<file path="src/rtl/acc_pkg.sv">
package acc_pkg;

	localparam int DATA_DEPTH  = 256;
	localparam int STACK_DEPTH = 16;
	localparam int DA_W = (DATA_DEPTH > 1) ? $clog2(DATA_DEPTH) : 1;
	localparam int SA_W = (STACK_DEPTH > 1) ? $clog2(STACK_DEPTH) : 1;
	localparam int SL_W = $clog2(STACK_DEPTH + 1);

	localparam logic [7:0] OP_HALT = 8'h00;
	localparam logic [7:0] OP_SET0 = 8'h01;
	localparam logic [7:0] OP_SET1 = 8'h02;
	localparam logic [7:0] OP_ADD  = 8'h03;
	localparam logic [7:0] OP_STOR = 8'h04;
	localparam logic [7:0] OP_PRT  = 8'h05;
	localparam logic [7:0] OP_MULT = 8'h07;
	localparam logic [7:0] OP_DIV  = 8'h08;
	localparam logic [7:0] OP_SUB  = 8'h09;
	localparam logic [7:0] OP_JEQ  = 8'h0A;
	localparam logic [7:0] OP_JNE  = 8'h0B;
	localparam logic [7:0] OP_JLT  = 8'h0C;
	localparam logic [7:0] OP_JGT  = 8'h0D;
	localparam logic [7:0] OP_CALL = 8'h0E;
	localparam logic [7:0] OP_RET  = 8'h0F;
	localparam logic [7:0] OP_INT  = 8'h10;
	localparam logic [7:0] OP_CMP  = 8'h11;
	localparam logic [7:0] OP_JNZ  = 8'h12;
	localparam logic [7:0] OP_JMP  = 8'h13;
	localparam logic [7:0] OP_JZ   = 8'h14;
	localparam logic [7:0] OP_INC0 = 8'h15;
	localparam logic [7:0] OP_INC1 = 8'h16;
	localparam logic [7:0] OP_DEC0 = 8'h17;
	localparam logic [7:0] OP_DEC1 = 8'h18;
	localparam logic [7:0] OP_LD0  = 8'h19;
	localparam logic [7:0] OP_LD1  = 8'h1A;
	localparam logic [7:0] OP_TST  = 8'h1B;

	localparam logic [2:0] EV_NONE      = 3'd0;
	localparam logic [2:0] EV_PRINT     = 3'd1;
	localparam logic [2:0] EV_SERVICE   = 3'd2;
	localparam logic [2:0] EV_BAD       = 3'd3;
	localparam logic [2:0] EV_DIVZERO   = 3'd4;
	localparam logic [2:0] EV_OVERFLOW  = 3'd5;
	localparam logic [2:0] EV_UNDERFLOW = 3'd6;

	typedef struct packed {
		logic       clr_start;
		logic       clr_step;
		logic       load;
		logic       rd_start;
		logic       exec;
		logic       div_start;
		logic       div_step;
		logic       div_done;
	} cmd_t;

	typedef struct packed {
		logic       clr_last;
		logic       is_div;
		logic       div_last;
	} sts_t;

endpackage

</file>
<file path="src/rtl/accumulator_cpu_core_top.sv">
// Accumulator CPU core: one instruction word (opcode, operand) in, one result word out.
// After reset the data store is swept to zero before the first word is taken. Each
// instruction goes through accept, store read and execute into the result register;
// execute waits while the output is stalled, and DIV first runs its bit-serial divider.
module accumulator_cpu_core_top (
	input  logic       clk,
	input  logic       arst_n,
	input  logic       in_valid,
	output logic       in_stall,
	input  logic [7:0] opcode,
	input  logic [7:0] operand,
	output logic       out_valid,
	input  logic       out_stall,
	output logic [7:0] next_pc,
	output logic       halted,
	output logic [2:0] event_kind,
	output logic [7:0] print_address,
	output logic [7:0] print_value,
	output logic [7:0] service_code,
	output logic [7:0] service_arg_a,
	output logic [7:0] service_arg_b
);
	import acc_pkg::*;

	cmd_t cmd;
	sts_t sts;

	acc_ctrl u_ctrl (
		.clk(clk), .arst_n(arst_n), .in_valid(in_valid), .in_stall(in_stall),
		.out_valid(out_valid), .out_stall(out_stall), .cmd(cmd), .sts(sts)
	);

	acc_dp u_dp (
		.clk(clk), .arst_n(arst_n), .opcode(opcode), .operand(operand),
		.cmd(cmd), .sts(sts), .next_pc(next_pc), .halted(halted),
		.event_kind(event_kind), .print_address(print_address),
		.print_value(print_value), .service_code(service_code),
		.service_arg_a(service_arg_a), .service_arg_b(service_arg_b)
	);
endmodule

</file>
<file path="src/rtl/acc_ctrl.sv">
module acc_ctrl (
	input  logic          clk,
	input  logic          arst_n,
	input  logic          in_valid,
	output logic          in_stall,
	output logic          out_valid,
	input  logic          out_stall,
	output acc_pkg::cmd_t cmd,
	input  acc_pkg::sts_t sts
);
	import acc_pkg::*;

	localparam logic [2:0] S_RST  = 3'd0;
	localparam logic [2:0] S_CLR  = 3'd1;
	localparam logic [2:0] S_IDLE = 3'd2;
	localparam logic [2:0] S_RD   = 3'd3;
	localparam logic [2:0] S_EXEC = 3'd4;
	localparam logic [2:0] S_DIV  = 3'd5;
	localparam logic [2:0] S_FIN  = 3'd6;

	logic [2:0] state_q;
	logic       out_valid_q;
	logic       free;
	logic       fire;

	assign out_valid = out_valid_q;
	assign free      = !out_valid_q || !out_stall;
	assign in_stall  = !(state_q == S_IDLE);
	assign fire      = free && ((state_q == S_EXEC && !sts.is_div) || state_q == S_FIN);

	always_comb begin
		cmd = '0;
		case (state_q)
			S_RST:  cmd.clr_start = 1'b1;
			S_CLR:  cmd.clr_step  = 1'b1;
			S_IDLE: cmd.load      = in_valid;
			S_RD:   cmd.rd_start  = 1'b1;
			S_EXEC: begin
				if (sts.is_div) cmd.div_start = 1'b1;
				else cmd.exec = free;
			end
			S_DIV:  cmd.div_step  = 1'b1;
			S_FIN:  cmd.div_done  = free;
			default: cmd = '0;
		endcase
	end

	always_ff @(posedge clk or negedge arst_n) begin
		if (!arst_n) begin
			state_q     <= S_RST;
			out_valid_q <= 1'b0;
		end else begin
			if (fire) out_valid_q <= 1'b1;
			else if (out_valid_q && !out_stall) out_valid_q <= 1'b0;
			case (state_q)
				S_RST:  state_q <= S_CLR;
				S_CLR:  if (sts.clr_last) state_q <= S_IDLE;
				S_IDLE: if (in_valid) state_q <= S_RD;
				S_RD:   state_q <= S_EXEC;
				S_EXEC: begin
					if (sts.is_div) state_q <= S_DIV;
					else if (free) state_q <= S_IDLE;
				end
				S_DIV:  if (sts.div_last) state_q <= S_FIN;
				S_FIN:  if (free) state_q <= S_IDLE;
				default: state_q <= S_RST;
			endcase
		end
	end
endmodule

</file>
<file path="src/rtl/acc_dp.sv">
module acc_dp (
	input  logic          clk,
	input  logic          arst_n,
	input  logic [7:0]    opcode,
	input  logic [7:0]    operand,
	input  acc_pkg::cmd_t cmd,
	output acc_pkg::sts_t sts,
	output logic [7:0]    next_pc,
	output logic          halted,
	output logic [2:0]    event_kind,
	output logic [7:0]    print_address,
	output logic [7:0]    print_value,
	output logic [7:0]    service_code,
	output logic [7:0]    service_arg_a,
	output logic [7:0]    service_arg_b
);
	import acc_pkg::*;

	logic [7:0] mem_q [DATA_DEPTH];
	logic [7:0] stk_q [STACK_DEPTH];
	logic [7:0] op_q, arg_q, a_q, b_q, pc_q, dp_q, rd_q, sk_q;
	logic       gt_q, lt_q, zf_q, nz_q, hf_q;
	logic [SL_W-1:0] sl_q;
	logic [DA_W-1:0] clr_q;
	logic [7:0] rem_q, quo_q;
	logic [3:0] dcnt_q;
	logic [15:0] prod;
	logic [8:0] trial;
	logic       in_rng;

	logic [7:0] npc, na, nb, pa, pv, sc;
	logic [2:0] ev;
	logic       cond, jmp, wr, push, pop, ngt, nlt, nzf, nnz, nhf;

	assign in_rng = {24'd0, arg_q} < DATA_DEPTH;
	assign prod   = a_q * b_q;
	assign trial  = {rem_q, quo_q[7]} - {1'b0, b_q};

	assign sts.clr_last = clr_q == DA_W'(DATA_DEPTH - 1);
	assign sts.is_div   = !hf_q && op_q == OP_DIV && b_q != 8'd0;
	assign sts.div_last = dcnt_q == 4'd7;

	always_comb begin
		npc = pc_q + 8'd1; na = a_q; nb = b_q; ev = EV_NONE;
		pa = '0; pv = '0; sc = '0; cond = 1'b0; jmp = 1'b0;
		wr = 1'b0; push = 1'b0; pop = 1'b0;
		ngt = gt_q; nlt = lt_q; nzf = zf_q; nnz = nz_q; nhf = hf_q;
		if (hf_q) begin
			npc = pc_q;
		end else begin
			case (op_q)
				OP_HALT: nhf = 1'b1;
				OP_SET0: begin na = arg_q; npc = pc_q + 8'd2; end
				OP_SET1: begin nb = arg_q; npc = pc_q + 8'd2; end
				OP_ADD:  na = a_q + b_q;
				OP_STOR: begin wr = 1'b1; npc = pc_q + 8'd2; end
				OP_PRT:  begin
					ev = EV_PRINT; pa = arg_q; pv = rd_q; npc = pc_q + 8'd2;
				end
				OP_MULT: na = prod[7:0];
				OP_DIV:  if (b_q == 8'd0) ev = EV_DIVZERO;
				OP_SUB:  na = a_q - b_q;
				OP_JEQ:  begin jmp = 1'b1; cond = !(gt_q || lt_q); end
				OP_JNE:  begin jmp = 1'b1; cond = gt_q || lt_q; end
				OP_JLT:  begin jmp = 1'b1; cond = lt_q; end
				OP_JGT:  begin jmp = 1'b1; cond = gt_q; end
				OP_CALL: begin
					if ({{(32-SL_W){1'b0}}, sl_q} >= STACK_DEPTH) begin
						ev = EV_OVERFLOW; npc = pc_q + 8'd2;
					end else begin
						push = 1'b1; npc = arg_q;
					end
				end
				OP_RET:  begin
					if (sl_q == '0) ev = EV_UNDERFLOW;
					else begin pop = 1'b1; npc = sk_q; end
				end
				OP_INT:  begin
					ev = EV_SERVICE; sc = arg_q; npc = pc_q + 8'd2;
				end
				OP_CMP:  begin ngt = a_q > b_q; nlt = a_q < b_q; end
				OP_JNZ:  begin jmp = 1'b1; cond = nz_q; end
				OP_JMP:  begin jmp = 1'b1; cond = 1'b1; end
				OP_JZ:   begin jmp = 1'b1; cond = zf_q; end
				OP_INC0: na = a_q + 8'd1;
				OP_INC1: nb = b_q + 8'd1;
				OP_DEC0: na = a_q - 8'd1;
				OP_DEC1: nb = b_q - 8'd1;
				OP_LD0:  begin na = rd_q; npc = pc_q + 8'd2; end
				OP_LD1:  begin nb = rd_q; npc = pc_q + 8'd2; end
				OP_TST:  begin nzf = a_q == 8'd0; nnz = a_q != 8'd0; end
				default: ev = EV_BAD;
			endcase
			if (jmp) npc = cond ? arg_q : pc_q + 8'd2;
		end
	end

	always_ff @(posedge clk) begin
		if (cmd.clr_step) mem_q[clr_q] <= 8'd0;
		else if (cmd.exec && wr && in_rng) mem_q[arg_q[DA_W-1:0]] <= a_q;
		if (cmd.rd_start) rd_q <= in_rng ? mem_q[arg_q[DA_W-1:0]] : 8'd0;
		if (cmd.exec && push) stk_q[sl_q[SA_W-1:0]] <= pc_q + 8'd2;
		if (cmd.rd_start) sk_q <= stk_q[SA_W'(sl_q - SL_W'(1))];
		if (cmd.load) begin op_q <= opcode; arg_q <= operand; end
	end

	always_ff @(posedge clk or negedge arst_n) begin
		if (!arst_n) begin
			a_q <= '0; b_q <= '0; pc_q <= '0; dp_q <= '0; sl_q <= '0;
			gt_q <= 1'b0; lt_q <= 1'b0; zf_q <= 1'b0; nz_q <= 1'b0; hf_q <= 1'b0;
			clr_q <= '0; dcnt_q <= '0; rem_q <= '0; quo_q <= '0;
			next_pc <= '0; halted <= 1'b0; event_kind <= EV_NONE;
			print_address <= '0; print_value <= '0; service_code <= '0;
			service_arg_a <= '0; service_arg_b <= '0;
		end else begin
			if (cmd.clr_start) clr_q <= '0;
			else if (cmd.clr_step) clr_q <= clr_q + DA_W'(1);
			if (cmd.div_start) begin
				rem_q <= '0; quo_q <= a_q; dcnt_q <= '0;
			end else if (cmd.div_step) begin
				if (!trial[8]) rem_q <= trial[7:0];
				else rem_q <= {rem_q[6:0], quo_q[7]};
				quo_q <= {quo_q[6:0], !trial[8]};
				dcnt_q <= dcnt_q + 4'd1;
			end
			if (cmd.div_done) begin
				a_q <= quo_q; pc_q <= pc_q + 8'd1;
				next_pc <= pc_q + 8'd1; halted <= 1'b0; event_kind <= EV_NONE;
				print_address <= '0; print_value <= '0; service_code <= '0;
				service_arg_a <= '0; service_arg_b <= '0;
			end
			if (cmd.exec) begin
				a_q <= na; b_q <= nb; pc_q <= npc;
				gt_q <= ngt; lt_q <= nlt; zf_q <= nzf; nz_q <= nnz; hf_q <= nhf;
				if (!hf_q && (op_q == OP_STOR || op_q == OP_PRT)) dp_q <= arg_q;
				if (push) sl_q <= sl_q + SL_W'(1);
				else if (pop) sl_q <= sl_q - SL_W'(1);
				next_pc <= npc; halted <= nhf; event_kind <= ev;
				print_address <= pa; print_value <= pv; service_code <= sc;
				service_arg_a <= (ev == EV_SERVICE) ? a_q : 8'd0;
				service_arg_b <= (ev == EV_SERVICE) ? b_q : 8'd0;
			end
		end
	end
endmodule

</file>
<file path="config.mk">
export PLATFORM = sky130hd
export DESIGN_NAME = accumulator_cpu_core_top
export DESIGN_NICKNAME = d
export VERILOG_FILES = /design/src/rtl/acc_pkg.sv /design/src/rtl/accumulator_cpu_core_top.sv /design/src/rtl/acc_ctrl.sv /design/src/rtl/acc_dp.sv
export SDC_FILE = /design/constraint.sdc
export NUM_CORES = 2
export LEC_CHECK = 0
export BUFFER_PORTS_ARGS = -buffer_cell sky130_fd_sc_hd__clkbuf_2
export CORE_MARGIN = 1.5
export CORE_UTILIZATION = 63
export CTS_CLUSTER_DIAMETER = 50
export DETAILED_ROUTE_END_ITERATION = 8
export PLACE_DENSITY_LB_ADDON = 0.1
export SLEW_MARGIN = 20
export SYNTH_ARGS = -nofsm -noshare
export SYNTH_HDL_FRONTEND = slang
export SYNTH_SLANG_ARGS = --single-unit
</file>
<file path="constraint.sdc">
create_clock -name clk -period 7.7 [get_ports clk]
set_clock_uncertainty 0.15 [all_clocks]
set_input_delay 0.385 -clock clk [delete_from_list [all_inputs] [get_ports clk]]
set_output_delay 0.385 -clock clk [all_outputs]
set_load 0.02 [all_outputs]
</file>
* After elaboration in Yosys (flattened, before gate mapping)
Memory sizes are Yosys's and may differ from the RTL's. A register that Yosys moved wholly into a read port is not among the register bits.
Index checks and enable logic that the tools add are counted.
** Operators by class
- $add $sub $neg :: 13
- Multiply operators :: 1
- Order comparisons :: 3
- Equality and inequality tests :: 40
- Mux-type cells :: 88
- Bitwise operators :: 1
- Reductions and logical operators :: 41
** Operators by type and width (count)
- two-way mux 8 bit :: 33
- == test 8 x 5 -> 1 bit, second input constant :: 12
- == test 8 x 4 -> 1 bit, second input constant :: 8
- case mux 8 bit (7 select lines) :: 1
- two-way mux 1 bit :: 33
- two-way mux 3 bit :: 11
- adder 8 x 1 -> 8 bit, second input constant :: 4
- case mux 8 bit (4 select lines) :: 1
- == test 8 x 3 -> 1 bit, second input constant :: 3
- logical NOT 8 bit :: 3
- case mux 8 bit (3 select lines) :: 1
- OR reduction 22 bit :: 1
- case mux 3 bit (7 select lines) :: 1
- case mux 3 bit (6 select lines) :: 1
- == test 8 x 2 -> 1 bit, second input constant :: 2
- nonzero test 8 bit :: 2
- subtractor 8 x 1 -> 8 bit, second input constant :: 2
- AND reduction 3 bit :: 5
- OR reduction 7 bit :: 2
- two-way mux 5 bit :: 2
- nonzero test 2 bit :: 5
- == test 3 x 2 -> 1 bit, second input constant :: 3
- == test 3 bit, second input constant :: 3
- subtractor 9 x 8 -> 9 bit :: 1
- 28 further kinds :: 47
** Storage, ports and cells
- Register bits after elaboration :: 126
- RAM bits :: 2176
- Input port bits :: 20
- Memories :: 2
** Memories
- u_dp.mem_q :: depth 256, bits a word 8, rd ports 1, clocked after Yosys merged registers in 1, wr ports 1, RTL line acc_dp.sv:19 : logic [7:0] mem_q [DATA_DEPTH];
- u_dp.stk_q :: depth 16, bits a word 8, rd ports 1, clocked after Yosys merged registers in 1, wr ports 1, RTL line acc_dp.sv:20 : logic [7:0] stk_q [STACK_DEPTH];

* Longest topological paths before layout
- Word-level depth :: 11
- Gate-level depth with buffers :: 18
- Mapped depth without buffers :: 17

* Modules after synthesis
Synthesis repeated with hierarchy kept, for this count alone.
** Second synthesis, totals
- Cell total of the unflattened synthesis :: 4767
- Area, all modules :: 93434.6 µm²
** Modules (own cells, without submodules)
- acc_dp :: instances 1, cells an instance 4731, area an instance 93135.6 µm²
- acc_ctrl :: instances 1, cells an instance 36, area an instance 299.0 µm²

* Least setup slack after synthesis
Ideal clock, no wire load.
- Path type :: register -> register
- Start :: reg u_dp.op_q[5]
- End :: mem u_dp.mem_q[0][0], data pin
- Library setup time :: 0.869 ns
- Data arrival time :: 4.872 ns
- Data required time :: 6.681 ns
- Slack :: 1.808 ns
- Cell stages (with the launch flop) :: 6
- Path buffers :: 1
- Cells stage by stage :: edfxtp_1 -> nor4_4 -> nand2_2 -> nor4_4 -> clkbuf_1 -> and2_1
** On the way
- Word-level cells in the longest chain between the ends :: 11
- Elaborated cells between the ends (all ways) :: 14
** Ends and longest elaborated chain
- start: declaration :: RTL line acc_dp.sv:21 : logic [7:0] op_q, arg_q, a_q, b_q, pc_q, dp_q, rd_q, sk_q;
- start signal: assignment :: RTL line acc_dp.sv:104 : if (cmd.load) begin op_q <= opcode; arg_q <= operand; end
- == test 8 x 4 -> 1 bit :: RTL line acc_dp.sv:40 : assign sts.is_div = !hf_q && op_q == OP_DIV && b_q != 8'd0;
- logical AND 1 bit (2 in series) :: RTL line acc_dp.sv:40
- two-way mux 1 bit :: RTL line acc_ctrl.sv:39 : if (sts.is_div) cmd.div_start = 1'b1;
- two-way mux 2 bit :: RTL line acc_ctrl.sv:33 : case (state_q)
- logical AND 1 bit * :: RTL line acc_dp.sv:100 : else if (cmd.exec && wr && in_rng) mem_q[arg_q[DA_W-1:0]] <= a_q;
- two-way mux 1 bit * :: RTL line acc_dp.sv:100
- two-way mux 1 bit * :: RTL line acc_dp.sv:99 : if (cmd.clr_step) mem_q[clr_q] <= 8'd0;
- two-way mux 1 bit (implied by the code) * :: RTL line acc_dp.sv:100
- OR reduction 8 bit (no line) *
- two-way mux 8 bit (no line) *
- end: declaration :: RTL line acc_dp.sv:19
Mark *: on every way between the ends. The rest lies on a longest branch, timed or not.

* Worst setup path in the final report
- Start :: reg u_dp.op_q[4]
- End :: mem u_dp.mem_q[178][4] (enable)
** On the way
- Word-level cells in the longest chain between the ends :: 11
- Elaborated cells between the ends (all ways) :: 15
** Ends and longest elaborated chain (RTL line)
- == test 8 x 4 -> 1 bit :: acc_dp.sv:40
- logical AND 1 bit (2 in series) :: acc_dp.sv:40
- two-way mux 1 bit :: acc_ctrl.sv:39
- two-way mux 2 bit :: acc_ctrl.sv:33
- logical AND 1 bit * :: acc_dp.sv:100
- two-way mux 1 bit * :: acc_dp.sv:100
- two-way mux 1 bit * :: acc_dp.sv:99
- two-way mux 1 bit (implied by the code) * :: acc_dp.sv:100
- OR reduction 8 bit (no line)
- two-way mux 8 bit (no line) or two-way mux 1 bit (tied branches)
Marks and branches as above.

==> impl_results.md <==
* Period Utilization, post-route at 0.6452
* Register with the most flip-flops: u_dp.mem_q
* Fraction of final layout cells with drive strength greater than 1 at 0.2425
* Accumulated negative setup slack at 0 ns
* H-Tree Level Count at 4
* Clock period minus worst slack at 4.968 ns
* Detail-routed net length per standard cell at 32.47 um
* Highest achievable clock rate at 201.3 MHz
* Synth Warn # at 0
* Clock tree sinks at 2,318
* Critical Path Start Type: flop
* Number of rows created at floorplan at 141
* Outcome: complete, no violations
* Synthesized cell area at 93,700 sq um
* Most numerous cell types in the synthesized netlist: sky130_fd_sc_hd__edfxtp_1 (2,208), sky130_fd_sc_hd__mux4_2 (642), sky130_fd_sc_hd__nor2_1 (355)
* Most repeated cell in the gate-level netlist after synthesis: sky130_fd_sc_hd__edfxtp_1
* Switch share at 0.1941
* Clk network pwr share at 0.439
* Number of filler instances in the final layout at 8,751
* Overall overflow remaining after global route at 0
* Final routed DRC violation total at 0
* Largest net degree at the start of global routing at 203
* Total via count in the routed design at 47.13k
* Seq cells post-synth at 2,318
* Residual antenna-violating net count after detailed routing at 0
* Sequential fraction of design power at 0.560
* CTS Buffer Depth at 3
* Routed wire length at 223,500 um
* Vias per inst at 6.846
* Final critical-path setup slack at 2.732 ns
* Max-slew violations at 0
* Wire length of the first global-routing pass at 325,400 um
* Post-place setup slack at 2.908 ns
* Iter 0 DRT Violations at 5,488
* Setup repair after global routing missed its margin: no
* Vias in the first global route at 46.32k
* Quantity of I/O buffers inserted on ports at 73
* Largest cells by area after synthesis: sky130_fd_sc_hd__edfxtp_1 (71%), sky130_fd_sc_hd__mux4_2 (15%), sky130_fd_sc_hd__dfrtp_1 (2.9%), sky130_fd_sc_hd__nor2_1 (1.4%), sky130_fd_sc_hd__mux2i_1 (0.83%)
* Seq/Total Area, Yosys at 0.7370
* Half-perimeter wire length after detailed placement at 131,300 um
* Floorplan die area at 151,100 sq um
* Length of the first detailed-routing pass in iterations at 6
* Share of Yosys cell area claimed by the top area cell type at 0.7076
* Maximum Capacitance Violations at 0
* Slew @ Worst Pin at 1.199 ns
* Int Power at 19,570 uW
* Hold Violations, Final at 0
* Start-to-end type of the worst setup path: flop to flop
* Post-layout utilization of the core at 0.7011
* Overall track demand over capacity in global routing at 0.3013
* Nets@finish at 4,856
* Instance area at placement at 96,080 sq um
* Required time of the critical path at 8.02 ns
* Final design instance area without fill at 103,500 sq um
* Relative slew slack at 0.1978
* DIE HEIGHT at 388.7 um
* Number of nets produced by synthesis at 4,711
* Flip-flop count of the largest register, all copies and words added at 2,048
* Worst hold path class: input pin to flop
* Buffer type at the clock tree root: sky130_fd_sc_hd__clkbuf_16
* Cts repair resizes at 0
* I/O Pins at 74
* Cell variety after synth at 85
* Data arrival, critical path at 5.28 ns
* Post-synthesis cell count at 4,617
* Pwr dens at 234.6 nW/um^2
* Area delta synth->final at 10.48%
* Clock insertion delay at the later pin of the skew report at 0.87 ns
* Kind of end point of the critical path: flop
* Final setup vio count at 0
* CTS buffer count at 226
* Number of enable flip-flop cells after synthesis at 2,208
* CTS tree: done
* Initial core utilization at 0.6346
* Static Leak at 0.02809 uW
* Worst vdd rail ir drop at 0.2342 mV
* Core Region at 147,700 sq um
* Syn_area_per_cell at 20.29 sq um
* Async set-reset flop share out of synthesis at 0.04745
* Clk slew on worst S/H paths at 0.06 ns
* Proportion of power drawn by combinational gates at 0.001
* Width of the die at 388.7 um
* Reported net switching power at 4714 uW
* Ys flop type: sky130_fd_sc_hd__edfxtp_1
* Number of antenna violations at the first check in global routing at 6
* Cell taking the most area after synthesis: sky130_fd_sc_hd__edfxtp_1
* Placer Congestion at 0.9273
* Post-CTS Repair Setup Buffers at 0
* Highest net fanout along the worst path at 21
-- layout by cell type (no fill, tap or decap), types with 11 or more instances in the layout --
master,netlist,routed
sky130_fd_sc_hd__a211oi_1,17,17
sky130_fd_sc_hd__a21o_1,15,15
sky130_fd_sc_hd__a21oi_1,66,66
sky130_fd_sc_hd__a221oi_1,14,14
sky130_fd_sc_hd__a222oi_1,12,12
sky130_fd_sc_hd__a22o_1,64,64
sky130_fd_sc_hd__a22oi_1,40,40
sky130_fd_sc_hd__a31oi_1,20,19
sky130_fd_sc_hd__and2_1,22,14
sky130_fd_sc_hd__buf_12,0,19
sky130_fd_sc_hd__buf_4,35,67
sky130_fd_sc_hd__bufinv_16,0,15
sky130_fd_sc_hd__clkbuf_1,95,52
sky130_fd_sc_hd__clkbuf_16,0,227
sky130_fd_sc_hd__clkbuf_2,0,72
sky130_fd_sc_hd__clkinv_1,0,44
sky130_fd_sc_hd__clkinv_2,0,41
sky130_fd_sc_hd__dfrtp_1,110,109
sky130_fd_sc_hd__dlygate4sd3_1,0,20
sky130_fd_sc_hd__edfxtp_1,2208,2208
sky130_fd_sc_hd__fa_1,16,16
sky130_fd_sc_hd__ha_1,58,57
sky130_fd_sc_hd__inv_1,67,67
sky130_fd_sc_hd__mux2i_1,78,78
sky130_fd_sc_hd__mux4_2,642,642
sky130_fd_sc_hd__nand2_1,139,127
sky130_fd_sc_hd__nand2_2,6,16
sky130_fd_sc_hd__nand2b_1,24,24
sky130_fd_sc_hd__nand3_1,29,29
sky130_fd_sc_hd__nor2_1,355,347
sky130_fd_sc_hd__nor2b_1,18,18
sky130_fd_sc_hd__nor3_1,27,26
sky130_fd_sc_hd__o211ai_1,12,12
sky130_fd_sc_hd__o21ai_0,58,57
sky130_fd_sc_hd__o21ai_1,10,11
sky130_fd_sc_hd__o221ai_1,15,15
sky130_fd_sc_hd__o22ai_1,23,23
sky130_fd_sc_hd__or3_1,12,12
sky130_fd_sc_hd__xnor2_1,45,45
sky130_fd_sc_hd__xor2_1,15,15
-- cell type report --
cell class	instances	area, sq um	area share
diodes	1	2.502	0.00002417
clock inverters	138	1271	0.01228
flip-flops and latches	2318	69060	0.6671
repair buffers	179	1471	0.01421
clock buffers	281	5903	0.05702
multi-input cells	1969	23140	0.2236
inverters	68	255.2	0.002466
well taps	1930	2415	0.02333
-- power by group through the flow --
stage | clock [uW] | combinational [uW] | sequential, uW
after floorplan | 0 | 0.0209 | 13900
after global placement | 0 | 19.3 | 13900
after detailed placement | 0 | 19.1 | 13900
after CTS | 10800 | 28.6 | 13600
after global routing | 11200 | 31.4 | 13600
final | 10700 | 28.4 | 13600
-- through the flow --
| step | hold slack, ns | instances | power [uW] |
|---|---|---|---|
| after floorplan | -0.06059 | 4617 | 13860 |
| after global placement | 0.2476 | 6442 | 13880 |
| after detailed placement | 0.2508 | 6442 | 13880 |
| after CTS | 0.02394 | 6882 | 24400 |
| after global routing | 0.06310 | 6883 | 24860 |
| final | 0.08917 | 6884 | 24290 |
-- final timing paths --
| check | start | endpoint | slack (ns) | depth (start not counted) |
|---|---|---|---|---|
| worst max-delay path | u_dp.op_q[4]$_DFFE_PP_ | u_dp.mem_q[178][4]$_DFFE_PP_ | 2.73 | 6 |
| worst min-delay path | operand[4] | u_dp.arg_q[4]$_DFFE_PP_ | 0.09 | 2 |
| worst max register to register | u_dp.op_q[4]$_DFFE_PP_ | u_dp.mem_q[178][4]$_DFFE_PP_ | 2.73 | 6 |
| worst min register to register | u_dp.zf_q$_DFFE_PN0P_ | u_dp.zf_q$_DFFE_PN0P_ | 0.34 | 2 |
| max in group asynchronous | arst_n | u_dp.sl_q[0]$_DFFE_PN0P_ | 5.97 | 4 |
| min in group asynchronous | arst_n | u_dp.a_q[0]$_DFFE_PN0P_ | 0.44 | 4 |
-- per-layer routing --
layer,vias up,global-route usage,share of wire
met5,-,0,0.00012
met4,4,0.09020,0.029
met1,24723,0.4429,0.39
met2,2668,0.4630,0.48
li1,19369,-,-
met3,363,0.06604,0.10
-- repair_timing --
item / CTS / global route
endpoints found under the setup margin: 0 / 0
hold endpoints to repair: 61 / 0
hold buffers: 21 / 0
-- critical path, stage by stage (launching register included) --
cell and delay, ns:
sky130_fd_sc_hd__edfxtp_1 0.65, sky130_fd_sc_hd__nor4_4 0.58, sky130_fd_sc_hd__and4_1 0.80, sky130_fd_sc_hd__o21ai_1 0.22, sky130_fd_sc_hd__o2bb2ai_1 0.46, sky130_fd_sc_hd__nand2_2 0.78, sky130_fd_sc_hd__nor2_1 0.93
-- kinds of logic (layout without fill, tap and decap cells) --
group	count (synthesis)	count (layout)	share of synthesized area
multiplexers	725	725	0.1632
AND/OR/NAND/NOR	689	689	0.03353
flip-flops	2318	2318	0.7370
buffers and inverters	330	666	0.01721
AO/OA/AOI/OAI	420	420	0.03208
adder cells (fa/ha/maj)	74	74	0.01116
XOR/XNOR	61	61	0.005782
other	0	1	0
Note: power is estimated with default switching activity, not from simulation.
